**src/fpat_fifo.sv**
```systemverilog
// ----------------------------------------------------------------------------
// fpat_fifo
// Two-entry queue of words, used between the parts of the table unit.
// ----------------------------------------------------------------------------
module fpat_fifo #(
  parameter type word_t = logic
) (
  input  logic  clk,
  input  logic  rst,
  input  logic  push,
  input  word_t din,
  output logic  full,
  input  logic  pop,
  output word_t dout,
  output logic  empty
);

  word_t      slots [2];
  logic       wr_ptr;
  logic       rd_ptr;
  logic [1:0] fill;
  logic       do_push;
  logic       do_pop;

  assign full    = (fill == 2'd2);
  assign empty   = (fill == 2'd0);
  assign do_push = push && !full;
  assign do_pop  = pop && !empty;
  assign dout    = slots[rd_ptr];

  // storage
  always_ff @(posedge clk) begin
    if (do_push) begin
      slots[wr_ptr] <= din;
    end
  end

  // pointers and fill level
  always_ff @(posedge clk) begin
    if (rst) begin
      wr_ptr <= 1'b0;
      rd_ptr <= 1'b0;
      fill   <= 2'd0;
    end else begin
      if (do_push) wr_ptr <= ~wr_ptr;
      if (do_pop) rd_ptr <= ~rd_ptr;
      if (do_push && !do_pop) fill <= fill + 2'd1;
      else if (do_pop && !do_push) fill <= fill - 2'd1;
    end
  end

endmodule

```
**config.mk**
```make
export PLATFORM = sky130hd
export DESIGN_NAME = fpat_fifo
export DESIGN_NICKNAME = d
export VERILOG_FILES = /design/src/fpat_fifo.sv
export SDC_FILE = /design/constraint.sdc
export NUM_CORES = 1
export LEC_CHECK = 0
export ABC_AREA = 1
export BUFFER_PORTS_ARGS = -buffer_cell sky130_fd_sc_hd__buf_2
export CORE_AREA = 2 2 39 41
export CTS_BUF_LIST = sky130_fd_sc_hd__clkbuf_2
export CTS_CLUSTER_SIZE = 10
export DETAILED_ROUTE_END_ITERATION = 8
export DIE_AREA = 0 0 41 43
export SLEW_MARGIN = 10
export SYNTH_ARGS = -nofsm -noshare
export SYNTH_HDL_FRONTEND = slang
export SYNTH_SLANG_ARGS = --single-unit
export TNS_END_PERCENT = 1
```
**constraint.sdc**
```tcl
create_clock -name clk -period 3.45 [get_ports clk]
set_input_delay 0.1725 -clock clk [delete_from_list [all_inputs] [get_ports clk]]
set_output_delay 0.1725 -clock clk [all_outputs]
set_load 0.02 [all_outputs]
```
* Yosys cells after proc, flatten, opt, wreduce, memory -nomap -nowiden *
Memories as Yosys holds them, arrays and structs flattened. A register that Yosys moved wholly into a read port is not among the register bits.
Cells that the tools add are included.
W data, S select, Z words.

storage, ports and cells
  register bits = 4
  latch bits = 0
  memory bits (writable) = 2
  ROM bits = 0
  bits of input ports = 5
  output and inout bits = 3
  word-level logic and storage cells = 25
  memories kept = 1

memories
  name   words  width  rd ports  clocked after Yosys merged registers in  wr ports  line  source
  slots  2      1      1         1                                        1         18    word_t slots [2];

operators by class
  add/subtract/negate cells = 2
  multiply operators = 0
  divide/modulo/power cells = 0
  $lt $le $gt $ge = 0
  equality and inequality tests = 1
  shifts and indexed selects = 0
  multiplexer cells = 6
  bitwise logic cells = 2
  reduce and logical (&&, ||, !) cells = 10

operators with widths
  cell                   count
  $logic_and A1 B1 Y1    4
  $logic_not A1 Y1       4
  $mux W1                4
  $mux W2                2
  $add A2 B1 Y2 const B  1
  $eq A2 B2 Y1 const B   1
  $logic_not A2 Y1       1
  $not A1 Y1             2
  $reduce_bool A2 Y1     1
  $sub A2 B1 Y2 const B  1

* Longest topological paths before layout *
  depth after elaboration = 7
  mapped depth = 10
  gate-level depth less buffers = 10

* Worst setup path before layout *
Ideal clock, no wire load.

  path kind = register to register
  from = reg fill[1]
  to = reg fill[1]
  library setup time = 0.064 ns
  arrival time = 1.242 ns
  data required time = 3.386 ns
  path slack = 2.144 ns
  cell stages (with the launch flop) = 10
  buffers on the path = 0
  period minus slack after synthesis = 1.306 ns
  cell sequence = dfxtp_1 -> inv_2 -> o21ai_2 -> inv_2 -> ha_1 -> inv_1 -> nand3_1 -> nand2_1 -> inv_1 -> nor2_1

between the ends
  word-level cells in the longest chain between the ends = 6
  elaborated cells between the ends (all ways) = 15
  those cells by class = add/sub (2); eq/ne (1); mux (2); reduce/logical (10)

RTL lines
  item                          line  source
  start, declared               21    logic [1:0] fill;
  start signal, assigned        47    if (do_push && !do_pop) fill <= fill + 2'd1;
  start signal, assigned        48    else if (do_pop && !do_push) fill <= fill - 2'd1;
  $eq A2 B2 Y1 *                25    assign full = (fill == 2'd2);
  $logic_not A1 Y1 *            27    assign do_push = push && !full;
  $logic_and A1 B1 Y1 *         27
  net do_push                   22    logic do_push;
  $logic_not A1 Y1              48
  $logic_and A1 B1 Y1           48
  $reduce_bool A2 Y1 (no line)  n/a

Mark *: on every way through the listed nets, which the timed path passes. The rest lies on a longest branch. The select of a mux whose other input is x is not followed.
A chain may end at the register's enable or synchronous reset.

* Worst setup path after layout *
Same ends and word-level chain as after synthesis.

==> impl_metrics.ini <==
[run_status]
status = completed

[clocking]
cts_num_sinks = 7
postCtsHoldBufs = 0
post-cts-setup-buffers = 0
cts_made_buffers = 3
root_buffer = clkbuf_2
path_clk_slew_ns = 0.08
htreeDepth = 1
cts.repair.resized = 0
cts_tree = done
clock_latency_ns = 0.23
cts_buffer_depth = 2

[final_layout]
fillerInstances = 150
diodes = 0
syn_to_final_growth_pct = 23.2
nNetsFinal = 58
drive_gt1_share_pct = 35.3
final_common_cell = nor2_1
stdcell_area_sq_um = 399
layout_common_cells = nor2_1 (9), buf_2 (7), inv_1 (6)

[critical_path]
critPathMaxStageDelay_ns = 0.41
critPathRequiredTime_ns = 3.62
critical_path_class = flip-flop to flip-flop
crit_path_end_kind = flip-flop
start_kind = flip-flop
cp_slowest_cell = dfxtp_1
path_cells = inv_2 > o21ai_2 > inv_2 > ha_1 > inv_1 > nand3_1 > nand2_1 > inv_1 > nor2_1
crit_arrival_ns = 1.64
path_max_fanout = 4

[sta]
setup_viol = 0
tightestPinTransition_ns = 0.254
slew_headroom_pct = 83.0
rsz0062_at_grt = no
setup_ws_ns = 1.99
period_minus_slack_ns = 1.46
period_share_pct = 42.4
hold_viol_final = 0
drv_slew = 0
fin_setup_tns_ns = 0
clock.fmax_mhz = 683
fin_skew_ns = 0.00807
holdWs_ns = 0.135

[floorplan]
start_util_pct = 23.4
die-area_sq_mm = 0.00176
rows = 14
chipWidth_um = 41
coreArea_sq_mm = 0.00138
ioPinCount = 8
die_y_um = 43

[global_route]
antenna_found_initial = 0
grt_max_degree = 7
grt_pass1_wl_um = 910
grt_usage_pct = 8.23
first_global_vias = 251
overflow = 0

[detailed_routing]
drc_errors = 0
via_per_inst = 4.12
drtIter0Drc = 3
drtPass1Iterations = 2
postRouteAntennaNets = 0
vias = 276
routed_wl_um = 566
drt-wirelength-per-cell_um = 8.45

[synth]
synthCells = 40
synthDistinctLibCells = 16
syn_area_sq_um = 324
ys_seq_area_share_pct = 49.4
ys_ff_latch = 7
yosysWarnings = 0
synth_fp_nets = 46
syn_area_per_cell_sq_um = 8.10

[run]
maxCapViolCount = 0

[place]
dpl_cell_area_sq_um = 379
place_ws_ns = 2.00
place.gp.congestion = 0.762
numPortBuffers = 7
hpwl_um = 454

[min_path]
hold_class = input pin to flip-flop

[power]
peakVddDrop_v = 0.000258
powerDensity_mw_per_mm2 = 826
p_leak_nw = 0.193
-- critical path: cells and delay by family (launching register included) --
| kind | cells | cell delay [ns] |
|---|---|---|
| flops | 1 | 0.41 |
| fa+ha+maj | 1 | 0.32 |
| buf+inv | 4 | 0.25 |
| simple gates | 3 | 0.23 |
| compound gates | 1 | 0.19 |
-- stage by stage --
stage                     power [mW]  instances  util (%)
final                          0.330         67      28.8
after global routing           0.361         67      28.8
after CTS                      0.333         67      28.8
after detailed placement       0.272         63      27.4
after global placement         0.266         63      27.4
after floorplan                0.236         40         -
-- per-layer routing --
metal | routed length [um] | vias to the layer above | GRT usage (%)
met3 | 34 | 2 | 4.71
met5 | 0 | - | 0
met4 | 8 | 0 | 6.00
li1 | - | 151 | -
met2 | 284 | 6 | 12.2
met1 | 239 | 117 | 8.04
-- cell usage after synthesis, drive strengths merged --
master | number | area share (%)
and2 | 1 | 1.9
dfxtp | 5 | 31
edfxtp | 2 | 19
nand4 | 1 | 1.9
nand3 | 1 | 1.5
nand2 | 4 | 5.4
ha | 1 | 3.9
o21ai | 5 | 10
mux2 | 1 | 3.5
inv | 9 | 10
a21oi | 1 | 1.5
nor2 | 9 | 10
-- path summary, 6_finish.rpt --
check        slack (ns)       end  depth (start not counted)    start
max                1.99   fill[1]                          9  fill[1]
min                0.14  slots[0]                          1      din
max reg2reg        1.99   fill[1]                          9  fill[1]
min reg2reg        0.51    wr_ptr                          2   wr_ptr
-- cell type report --
type	instances	area, sq um	area share [%]
well taps	16	20.0	5.02
multi-input cells	24	130	32.6
repair buffers	7	35.0	8.78
clock buffers	4	20.0	5.02
flip-flops and latches	7	160	40.1
inverters	9	33.8	8.46
-- logic make-up after synthesis --
kind of cell,count (synthesis),share of synthesized area [%]
mux,1,3.47
simple gates,16,21.2
flops,7,49.4
fa+ha+maj,1,3.86
buf+inv,9,10.4
compound gates,6,11.6
-- power breakdown --
part	total, mW	leakage, nW	internal, mW	switching, mW
sequential	0.130	0.0601	0.109	0.0219
clock	0.0605	0.0166	0.0308	0.0297
combinational	0.139	0.117	0.0534	0.0852
Power figures use the tool's default switching activity.
