--- src/fpat_pkg.sv ---
// ----------------------------------------------------------------------------
// fpat_pkg
// Shared types, request codes and sizes for the fault persistence alarm table.
// ----------------------------------------------------------------------------
package fpat_pkg;

  localparam int DEFAULT_ENTRIES = 32;
  localparam int MAX_RESULTS     = 32;
  localparam int RES_CNT_W       = $clog2(MAX_RESULTS + 1);

  // request codes as they arrive
  localparam logic [2:0] REQ_BEGIN  = 3'd0;
  localparam logic [2:0] REQ_REPORT = 3'd1;
  localparam logic [2:0] REQ_SWEEP  = 3'd2;
  localparam logic [2:0] REQ_QUERY  = 3'd3;
  localparam logic [2:0] REQ_LIST   = 3'd4;

  // classified operations handed to the back end
  localparam logic [2:0] OP_NOP    = 3'd0;
  localparam logic [2:0] OP_BEGIN  = 3'd1;
  localparam logic [2:0] OP_REPORT = 3'd2;
  localparam logic [2:0] OP_SWEEP  = 3'd3;
  localparam logic [2:0] OP_QUERY  = 3'd4;
  localparam logic [2:0] OP_LIST   = 3'd5;

  typedef struct packed {
    logic [2:0]  req_type;
    logic [31:0] frame_number;
    logic [31:0] point_tag;
    logic [15:0] alarm_after;
  } in_word_t;

  typedef struct packed {
    logic        record_valid;
    logic [31:0] out_tag;
    logic [31:0] first_bad_frame;
    logic [31:0] last_bad_frame;
    logic [31:0] bad_frame_count;
    logic        alarm_flag;
    logic        table_full;
    logic        last_result;
  } out_word_t;

  typedef struct packed {
    logic [2:0]  op;
    logic [31:0] frame;
    logic [31:0] tag;
    logic [15:0] thr;
  } cmd_t;

  typedef struct packed {
    logic [31:0] tag;
    logic [31:0] first;
    logic [31:0] last;
    logic [31:0] count;
    logic [15:0] thr;
  } rec_t;

  // result word carrying one table record
  function automatic out_word_t slot_word(rec_t r);
    out_word_t w;
    w.record_valid    = 1'b1;
    w.out_tag         = r.tag;
    w.first_bad_frame = r.first;
    w.last_bad_frame  = r.last;
    w.bad_frame_count = r.count;
    w.alarm_flag      = (r.count >= {16'd0, r.thr});
    w.table_full      = 1'b0;
    w.last_result     = 1'b0;
    return w;
  endfunction

  // result word with no record
  function automatic out_word_t empty_word(logic [31:0] tag, logic full_flag);
    out_word_t w;
    w                 = '0;
    w.out_tag         = tag;
    w.table_full      = full_flag;
    w.last_result     = 1'b1;
    return w;
  endfunction

endpackage

--- src/fpat_fifo.sv ---
// ----------------------------------------------------------------------------
// fpat_fifo
// Two-entry queue of words, used between the parts of the table unit.
// ----------------------------------------------------------------------------
module fpat_fifo #(
  parameter type word_t = logic
) (
  input  logic  clk,
  input  logic  rst,
  input  logic  push,
  input  word_t din,
  output logic  full,
  input  logic  pop,
  output word_t dout,
  output logic  empty
);

  word_t      slots [2];
  logic       wr_ptr;
  logic       rd_ptr;
  logic [1:0] fill;
  logic       do_push;
  logic       do_pop;

  assign full    = (fill == 2'd2);
  assign empty   = (fill == 2'd0);
  assign do_push = push && !full;
  assign do_pop  = pop && !empty;
  assign dout    = slots[rd_ptr];

  // storage
  always_ff @(posedge clk) begin
    if (do_push) begin
      slots[wr_ptr] <= din;
    end
  end

  // pointers and fill level
  always_ff @(posedge clk) begin
    if (rst) begin
      wr_ptr <= 1'b0;
      rd_ptr <= 1'b0;
      fill   <= 2'd0;
    end else begin
      if (do_push) wr_ptr <= ~wr_ptr;
      if (do_pop) rd_ptr <= ~rd_ptr;
      if (do_push && !do_pop) fill <= fill + 2'd1;
      else if (do_pop && !do_push) fill <= fill - 2'd1;
    end
  end

endmodule

--- src/fpat_front.sv ---
// ----------------------------------------------------------------------------
// fpat_front
// Accepts request words, classifies the request code and queues commands.
// ----------------------------------------------------------------------------
module fpat_front (
  input  logic              clk,
  input  logic              rst,
  input  logic              push,
  input  fpat_pkg::in_word_t din,
  output logic              full,
  input  logic              cmd_pop,
  output fpat_pkg::cmd_t    cmd,
  output logic              cmd_empty
);
  import fpat_pkg::*;

  cmd_t cls;

  // map request code to operation, unknown codes become no-ops
  always_comb begin
    cls.frame = din.frame_number;
    cls.tag   = din.point_tag;
    cls.thr   = din.alarm_after;
    unique case (din.req_type)
      REQ_BEGIN:  cls.op = OP_BEGIN;
      REQ_REPORT: cls.op = OP_REPORT;
      REQ_SWEEP:  cls.op = OP_SWEEP;
      REQ_QUERY:  cls.op = OP_QUERY;
      REQ_LIST:   cls.op = OP_LIST;
      default:    cls.op = OP_NOP;
    endcase
  end

  fpat_fifo #(.word_t(cmd_t)) u_cmd_q (
    .clk   (clk),
    .rst   (rst),
    .push  (push),
    .din   (cls),
    .full  (full),
    .pop   (cmd_pop),
    .dout  (cmd),
    .empty (cmd_empty)
  );

endmodule

--- config.mk ---
export PLATFORM = sky130hd
export DESIGN_NAME = fpat_front
export DESIGN_NICKNAME = d
export VERILOG_FILES = /design/src/fpat_pkg.sv /design/src/fpat_fifo.sv /design/src/fpat_front.sv
export SDC_FILE = /design/constraint.sdc
export NUM_CORES = 1
export LEC_CHECK = 0
export BUFFER_PORTS_ARGS = -buffer_cell sky130_fd_sc_hd__buf_2
export CAP_MARGIN = 5
export CORE_MARGIN = 8
export CORE_UTILIZATION = 29
export DETAILED_ROUTE_END_ITERATION = 6
export PLACE_DENSITY = 0.51
export SYNTH_ARGS = -nofsm -noshare
export SYNTH_HDL_FRONTEND = slang
export SYNTH_SLANG_ARGS = --single-unit
--- constraint.sdc ---
create_clock -name clk -period 8.65 [get_ports clk]
set_input_delay 0 -clock clk [delete_from_list [all_inputs] [get_ports clk]]
set_output_delay 0 -clock clk [all_outputs]
set_load 0.005 [all_outputs]
After elaboration in Yosys (flattened, before gate mapping) --
Memory sizes are Yosys's and may differ from the RTL's. A register that Yosys moved wholly into a read port is not among the register bits. Index checks and enable logic that the tools add are counted.
Storage, ports and cells: bits in registers 4, memory bits (writable) 166, bits of input ports 87, output and inout port bits 85, word-level logic and storage cells 31, memories kept 1
Operators by class: $add $sub $neg 2, eq/ne operators 5, muxes and demuxes 7, bitwise logic cells 2, reduce and logical (&&, ||, !) cells 11
Memory list:
- u_cmd_q.slots | words 2, bits a word 83, rd ports 1, clocked after memory_dff 1, write ports 1, RTL line fpat_fifo.sv:18 | word_t slots [2];
Operator list (number):
- case mux 3 bit (5 select lines) | 1
- == test 3 x 2 -> 1 bit, second input constant | 2
- logical AND 1 bit | 4
- logical NOT 1 bit | 4
- 2-to-1 mux 1 bit | 4
- 2-to-1 mux 2 bit | 2
- == test 3 x 1 -> 1 bit, second input constant | 1
- == test 3 bit, second input constant | 1
- logical NOT 3 bit | 1
- adder 2 x 1 -> 2 bit, second input constant | 1
- == test 2 bit, second input constant | 1
- logical NOT 2 bit | 1
- inverter 1 bit | 2
- nonzero test 2 bit | 1
- subtractor 2 x 1 -> 2 bit, second input constant | 1

Depth between registers and ports, before layout --
Gate-level depths: netlist of the first run.
depth after elaboration 7, mapped depth 6

By module --
From an unflattened synthesis of the first run, not the netlist that was laid out.
Second synthesis, totals: cells, all modules 289, area total of the unflattened synthesis 6233.5 µm²
Modules (own cells, without submodules):
- fpat_fifo | instances 1, cells an instance 283, area an instance 6199.7 µm², seq. area each 5084.9 µm²
- fpat_front | instances 1, cells an instance 6, area an instance 33.8 µm², seq. area each 0.0 µm²

Worst setup path after synthesis of the first run --
Ideal clock, no wire load.
path type register -> register, start register u_cmd_q.fill[1], end memory u_cmd_q.slots[1][0] in the netlist's numbering, enable pin, library setup time 451 ps, arrival time 2551 ps, slack 5648 ps, cell stages (with the launch flop) 4, buffers on the path 0, period minus slack after synthesis 3002 ps, cells stage by stage dfxtp_1 > nor2b_2 > nor2_1 > and2_1
On the way: cells in the longest elaborated chain, start to end 5
Ends and longest elaborated chain:
- start: declaration | RTL line fpat_fifo.sv:21 | logic [1:0] fill;
- start signal: assignment | RTL line fpat_fifo.sv:47 | if (do_push && !do_pop) fill <= fill + 2'd1;
- start signal: assignment | RTL line fpat_fifo.sv:48 | else if (do_pop && !do_push) fill <= fill - 2'd1;
- == test 2 bit | RTL line fpat_fifo.sv:25 | assign full = (fill == 2'd2);
- via full | RTL line fpat_front.sv:10 | output logic full,
- logical NOT 1 bit | RTL line fpat_fifo.sv:27 | assign do_push = push && !full;
- logical AND 1 bit | RTL line fpat_fifo.sv:27
- via u_cmd_q.do_push | RTL line fpat_fifo.sv:22 | logic do_push;
- 2-to-1 mux 1 bit | RTL line fpat_fifo.sv:33 | if (do_push) begin
- 2-to-1 mux 1 bit (not written as such) | RTL line fpat_fifo.sv:34 | slots[wr_ptr] <= din;
- end: declaration | RTL line fpat_fifo.sv:18
The timed path passes the listed nets, and every way through them passes these cells.

Worst setup path in the final report of the first run --
start register u_cmd_q.fill[1], end memory u_cmd_q.slots[0][23] in the netlist's numbering, enable pin
On the way: cells in the longest elaborated chain, start to end 5
Ends and longest elaborated chain (RTL line):
- == test 2 bit | fpat_fifo.sv:25
- logical NOT 1 bit | fpat_fifo.sv:27
- logical AND 1 bit | fpat_fifo.sv:27
- 2-to-1 mux 1 bit | fpat_fifo.sv:33
- 2-to-1 mux 1 bit (not written as such) | fpat_fifo.sv:34
No other way between the ends.

==> results of run 1 <==
==> what timing repair did <==
item | 4_1_cts | 5_1_grt
hold endpoints to repair | 171 | 0
setup buffers | 0 | 0
hold buffers | 85 | 0
==> worst paths after layout <==
kind / endpoint / depth (start not counted) / startpoint / slack [ps]
hold / removal: u_cmd_q.rd_ptr / 4 / cmd_pop / 30
setup reg to reg: u_cmd_q.slots[0][23] / 4 / u_cmd_q.fill[1] / 6180
hold reg to reg: u_cmd_q.rd_ptr / 2 / u_cmd_q.rd_ptr / 510
setup / recovery: u_cmd_q.slots[0][23] / 4 / u_cmd_q.fill[1] / 6180
==> worst reg2reg max path, delay by kind of cell (launching register included) <==
kind / cells / cell delay, ps
buf+inv: 2 / 1200
simple gates: 2 / 540
flops: 1 / 340
==> area by class of cell <==
| cell class | instances | area share |
|---|---|---|
| repair buffers | 258 | 0.194 |
| flip-flops and latches | 171 | 0.575 |
| clock buffers | 17 | 0.0480 |
| well taps | 275 | 0.0389 |
| multi-input cells | 108 | 0.122 |
| inverters | 2 | 0.000989 |
| clock inverters | 15 | 0.0211 |
==> cell families (layout without fill, tap and decap cells) <==
| logic type | Yosys count | after routing | synth area share |
|---|---|---|---|
| flip-flops | 171 | 171 | 0.816 |
| multiplexers | 83 | 83 | 0.150 |
| AND/OR/NAND/NOR | 13 | 13 | 0.00984 |
| buffers and inverters | 11 | 292 | 0.0112 |
| AO/OA/AOI/OAI | 7 | 7 | 0.00562 |
| XOR/XNOR | 4 | 4 | 0.00562 |
| adder cells (fa/ha/maj) | 1 | 1 | 0.00201 |
==> power by group <==
group | switching (mW) | leakage, nW | internal (mW)
Clock | 0.325 | 0.295 | 0.461
Sequential | 0.0795 | 1.59 | 1.04
Combinational | 0.210 | 1.41 | 0.271
==> sequential cells by signal, indices dropped and copies added (netlist names), named ones only <==
signal and flops:
u_cmd_q.slots 166, u_cmd_q.fill 2, u_cmd_q.wr_ptr 1, u_cmd_q.rd_ptr 1
==> cells in the final DEF, fill, tap and decap left out, types with 2 or more instances in the layout <==
| cell type | netlist | final |
|---|---|---|
| clkinv_2 | 0 | 2 |
| mux2_2 | 83 | 83 |
| inv_6 | 0 | 5 |
| dlygate4sd3_1 | 0 | 85 |
| dfxtp_1 | 5 | 4 |
| nand2_1 | 2 | 2 |
| edfxtp_1 | 166 | 166 |
| o21ai_0 | 4 | 4 |
| xor2_1 | 3 | 3 |
| or3_1 | 2 | 2 |
| clkinv_4 | 0 | 2 |
| a21oi_1 | 3 | 3 |
| nor2_1 | 7 | 7 |
| buf_4 | 7 | 2 |
| bufinv_16 | 0 | 3 |
| buf_2 | 2 | 171 |
| clkinvlp_4 | 0 | 2 |
| clkbuf_16 | 0 | 17 |
==> metal layers <==
metal / part of all wire / global-route usage
met2: 0.50 / 0.171
met5: 0 / 0
met3: 0.066 / 0.0432
met1: 0.43 / 0.119
met4: 0.0063 / 0.0288
==> per-stage QoR <==
step                setup WS, ps  cell area (sq um)  hold WS [ps]  total power, mW   util
floorplan                   5650               6230          69.1             1.39      -
CTS                         6120               8860          4.53             2.44  0.420
detailed placement          6120               7390           191             1.61  0.351
global route                5980               8860          25.7             2.52  0.420
global placement            6170               7390           187             1.60  0.351
finish                      6180               8860          33.0             2.39  0.420
==> impl_results.md, run 1 <==
- Crit-path cells: nor2b_2 > or3_1 > clkinv_2 > buf_4
- CP endpoint kind: flop
- Global-route congestion overflow total: 0
- Count of yosys warnings during synthesis: 0
- Synthesized area: 6230 sq um
- Number of global-route vias before repair: 3912
- Core area: 21100 sq um
- Mean number of vias per cell: 4.15
- Final setup vio count: 0
- Max VDD drop: 0.185 mV
- Die boundary height: 163 um
- Number of max-slew violations in the final report: 0
- Total of buffers placed on input and output ports: 171
- Synth-to-layout area growth: 42.1%
- Total number of vias: 3509
- Setup TNS: 0 ps
- Post-DP HPWL: 8.44 mm
- Crit path required time: 8700 ps
- Net count after synthesis: 378
- Max-Cap Viols: 0
- Average footprint of a synthesized cell: 21.5 sq um
- Number of synthesized register bits: 171
- Buffer cell driving the clock tree root: clkbuf_16
- Final Non-Filler Cells: 846
- Global-route wire length before repair: 20.9 mm
- Area enclosed by the die boundary: 26400 sq um
- Number of filler cells placed in the layout: 1935
- Clock transition at the registers of the reported paths: 70 ps
- Final hold viol count: 0
- Worst slew slack as a fraction of its limit: 0.234
- TritonCTS clock tree: built
- Number of gates resized after CTS: 0
- Commonest cells in the netlist: edfxtp_1 (166), mux2_2 (83), buf_4 (7), nor2_1 (7), dfxtp_1 (5)
- Width of the chip: 163 um
- H-tree level count: 4
- Final antenna diode count: 0
- Final GP Congestion: 0.696
- Routed wire length per instance: 15.6 um
- Area share of the largest cell type after synthesis: 0.800
- Outcome: complete, no violations
- Dpl cells: 729
- CTS Buf Count: 17
- Initial standard-cell utilization of the core: 0.296
- Post-synth EDFFs: 166
- Register cell area after layout: 5090 sq um
- Biggest area consumer among synthesized cells: edfxtp_1
- FMAX: 405 MHz
- Total power divided by cell area: 270 nW/um^2
- Hold Crit Class: in -> reg
- Row count: 53
- Total number of clock tree sinks: 171
- Gate count after technology mapping: 290
- Post-synthesis sequential area ratio: 0.816
- Final cycle utilization of the critical path: 0.285
- Slew at the pin closest to its max-slew limit: 1150 ps
- Unrepaired setup endpoints after global routing: no
- Number of different library cells in the post-synthesis netlist: 16
- Largest cells by area after synthesis: edfxtp_1 (80%), mux2_2 (15%), dfxtp_1 (1.6%)
- Pin count of the biggest net entering global routing: 84
- Global-route usage over all layers: 0.102
- Total DRC errors in the routed layout: 0
- Proportion of synthesized flip-flops having asynchronous set or reset: 0
- Layout cell share with drive strength beyond 1: 0.510
- Startpoint type of the worst setup path: flop
- Category of the most critical setup path: reg -> reg
- Most frequently used cell type in the post-synthesis netlist: edfxtp_1
- Combined buffer and inverter count along the critical path: 2
- Peak fanout along the critical path: 43
- Min Tclk post-route: 2470 ps
- CP arrival: 2520 ps
- CP max-delay cell: buf_4
- Worst-skew pair later-pin latency: 410 ps
- Number of nets at the end of the flow: 646
- Kind of cell adding the most delay to the critical path: buffers and inverters
- Final setup skew: 5.50 ps
- DR iter-0 viols: 114
- Routed Wire Length: 13.2 mm
- Most instantiated flip-flop cell in the synthesis netlist: edfxtp_1
- Clock Tree Buf Depth: 2
- LEAKAGE: 3.30 nW
- Total iterations of the first detailed-routing run: 6
- Count of nets left with antenna violations after detail routing: 0
- I/O pin total: 172
- Combined area of the multi-input logic cells: 1080 sq um
- Maximum single-stage delay on the critical path: 620 ps
- Number of antenna violations at the first check in global routing: 0
No activity file was read; power rests on OpenSTA's default activity.
==> run 2: changes to the inputs <==
- ABC_AREA: unset -> 1
- clock period: 8.65 -> 2.4 ns (I/O delays scaled with it)
==> impl_results.md, run 2 <==
- Outcome: complete, no violations
- Dpl cells: 754
- Pre-CTS setup slack: 831 ps
- Number of filler cells placed in the layout: 2031
- Buffer cell driving the clock tree root: clkbuf_16
- Worst slew slack as a fraction of its limit: 0.741
- Number of global-route vias before repair: 4037
- Unrepaired setup endpoints after global routing: no
- Final setup skew: 6.19 ps
- Count of yosys warnings during synthesis: 0
- Crit-path cells: buf_12 > mux2_2 > buf_2
- Net count after synthesis: 389
- Total of buffers placed on input and output ports: 171
- Total DRC errors in the routed layout: 0
- Die boundary height: 167 um
- Number of synthesized register bits: 171
- Gate count after technology mapping: 301
- Final Worst Setup Slack: 755 ps
- Regs by FF count: u_cmd_q.slots x166, u_cmd_q.fill x2
- Crit path required time: 2400 ps
- Area share of the largest cell type after synthesis: 0.754
- Reg2Reg Depth: 9
- Critical path capture point: cmd[66]
- Combined buffer and inverter count along the critical path: 2
- CP max-delay cell: mux2_2
- Most instantiated flip-flop cell in the synthesis netlist: edfxtp_1
- Total iterations of the first detailed-routing run: 4
- LEAKAGE: 3.59 nW
- Final antenna diode count: 0
- Kind of cell adding the most delay to the critical path: buffers and inverters
- H-tree level count: 4
- Width of the chip: 167 um
- Final Non-Filler Cells: 868
- Most frequently used cell type in the post-synthesis netlist: edfxtp_1
- FF-to-FF End: u_cmd_q.fill[1]
- Number of antenna violations at the first check in global routing: 0
- Synthesized area: 6610 sq um
- Most frequent standard cell in the layout excluding fill and tap cells: buf_2
- Startpoint type of the worst setup path: flop
- I/O pin total: 172
- Maximum single-stage delay on the critical path: 400 ps
- Clock transition at the registers of the reported paths: 60 ps
- Reg-to-reg critical path startpoint: u_cmd_q.fill[1]
- FMAX: 608 MHz
- Largest cells by area after synthesis: edfxtp_1 (75%), mux2_4 (16%), mux2_2 (2.2%)
- Number of flip-flops in the largest register: 166
- Proportion of synthesized flip-flops having asynchronous set or reset: 0
- Switching share of power: 0.251
- Post-DP HPWL: 9.11 mm
- Count of nets left with antenna violations after detail routing: 0
- Cell-internal power: 6.55 mW
- Final setup vio count: 0
- Hold Crit Class: in -> reg
- Biggest area consumer among synthesized cells: edfxtp_1
- Synth-to-layout area growth: 39.4%
- Setup Fix Bufs, Post-CTS: 0
- Final Cell Area: 9220 sq um
- Switching Power: 2.20 mW
- Clock Tree Buf Depth: 2
- Routed Wire Length: 13.8 mm
- Max-Cap Viols: 0
- Combinational group share of total power: 0.238
- Mean number of vias per cell: 4.12
- Total number of clock tree sinks: 171
- Layout cell share with drive strength beyond 1: 0.503
- Peak fanout along the critical path: 44
- DR iter-0 viols: 121
- Initial standard-cell utilization of the core: 0.294
- Total number of vias: 3572
- Final hold viol count: 0
- CTS Buf Count: 17
- Global-route usage over all layers: 0.0996
- Final GP Congestion: 0.652
- TritonCTS clock tree: built
- Flop pwr share: 0.445
- Number of different library cells in the post-synthesis netlist: 18
- Max VDD drop: 0.417 mV
- Share of power burned in the clock network: 0.317
- Average footprint of a synthesized cell: 22.0 sq um
- Number of max-slew violations in the final report: 0
- Pin count of the biggest net entering global routing: 56
- Row count: 55
- CP arrival: 1650 ps
- Worst-skew pair later-pin latency: 420 ps
- Largest register by flop count: u_cmd_q.slots
- Commonest cells in the netlist: edfxtp_1 (166), mux2_4 (70), mux2_2 (13)
- Routed wire length per instance: 15.9 um
- Number of nets at the end of the flow: 660
- Register-to-register setup slack: 810 ps
- Post-synth EDFFs: 166
- Final cycle utilization of the critical path: 0.686
- Area enclosed by the die boundary: 27900 sq um
- Post-synthesis sequential area ratio: 0.769
- Highest-count cells in the layout ignoring fill and taps: buf_2 (171), edfxtp_1 (166), dlygate4sd3_1 (84), mux2_4 (70), clkbuf_16 (17)
- Slew at the pin closest to its max-slew limit: 389 ps
- Min Tclk post-route: 1650 ps
- Standard cell area after detailed placement: 7780 sq um
- Global-route congestion overflow total: 0
- CP endpoint kind: output port
- Category of the most critical setup path: reg -> out
- Total power divided by cell area: 948 nW/um^2
- Cell count along the critical path: 3
- Core area: 22500 sq um
- Global-route wire length before repair: 21.5 mm
- Minimum hold slack: 55.2 ps
-- run 2: changes by cell type in the layout (fill, tap and decap cells not counted), moves of 2 or more --
cell,before,now
mux2_2,83,13
mux2_4,0,70
inv_1,1,9
buf_12,0,4
nand2_1,2,6
xor2_1,3,0
clkinv_2,2,0
nor2_4,0,2
or3_1,2,0
-- run 2: kinds of logic after synthesis --
group / synth area share
muxes: 0.181
DFF: 0.769
AOI/OAI and AO/OA: 0.00662
buffers and inverters: 0.0288
and+or+nand+nor: 0.0129
adders and majority gates: 0.00189
-- run 2: worst min path at each step --
stage,startpoint,endpoint,slack [ps],cells after the start
after floorplan,din[0],u_cmd_q.slots[0][0],100,0
after global placement,din[56],u_cmd_q.slots[0][56],190,1
after global routing,push,u_cmd_q.wr_ptr,80,4
after CTS,push,u_cmd_q.wr_ptr,30,4
after detailed placement,din[28],u_cmd_q.slots[1][28],190,1
final,push,u_cmd_q.wr_ptr,60,4
-- run 2: final cells by class --
type,instances,area [sq um],share of cell area
clock inverter,12,165,0.0179
inverter,9,33.8,0.00366
clock buffer,18,429,0.0466
sequential,171,5090,0.552
tap,285,357,0.0387
timing repair buffer,261,1790,0.194
multi-input combinational,112,1350,0.147
-- run 2: layer usage --
| layer | up-vias | global-route usage | share of wire | wire length [um] |
|---|---|---|---|---|
| li1 | 1707 | - | - | - |
| met5 | - | 0 | 0 | 0 |
| met2 | 112 | 0.168 | 0.49 | 6780 |
| met1 | 1742 | 0.112 | 0.42 | 5830 |
| met3 | 11 | 0.0433 | 0.079 | 1090 |
| met4 | 0 | 0.0306 | 0.010 | 144 |
-- run 2: worst reg2reg max path: stages (launching register included) --
cell and delay, ps:
dfxtp_1 370, inv_1 100, o21ai_2 290, inv_1 120, ha_1 320, inv_1 80
nand3_1 70, nand2_1 60, inv_1 30, nor2_1 90
-- run 2: what timing repair did --
item | 4_1_cts | 5_1_grt
setup endpoints to repair | 0 | 0
gates resized for setup | 0 | 0
endpoints found under the hold margin | 171 | 0
hold buffers | 84 | 0
-- run 2: stage by stage --
| stage | utilization | power (mW) | TNS, ps |
|---|---|---|---|
| 3_5_place_dp | 0.346 | 6.00 | 0 |
| 4_1_cts | 0.410 | 8.93 | 0 |
| 5_1_grt | 0.410 | 9.20 | 0 |
| 2_1_floorplan | - | 5.28 | -114030 |
| 6_report | 0.410 | 8.74 | 0 |
| 3_3_place_gp | 0.346 | 5.96 | 0 |
-- run 2: power groups by stage --
stage                     sequential (mW)  clock, mW  combinational, mW
after floorplan                      3.95          0               1.34
after global placement               3.93          0               2.03
after detailed placement             3.96          0               2.04
after CTS                            3.89       2.88               2.15
after global routing                 3.93       2.99               2.28
final                                3.89       2.77               2.08
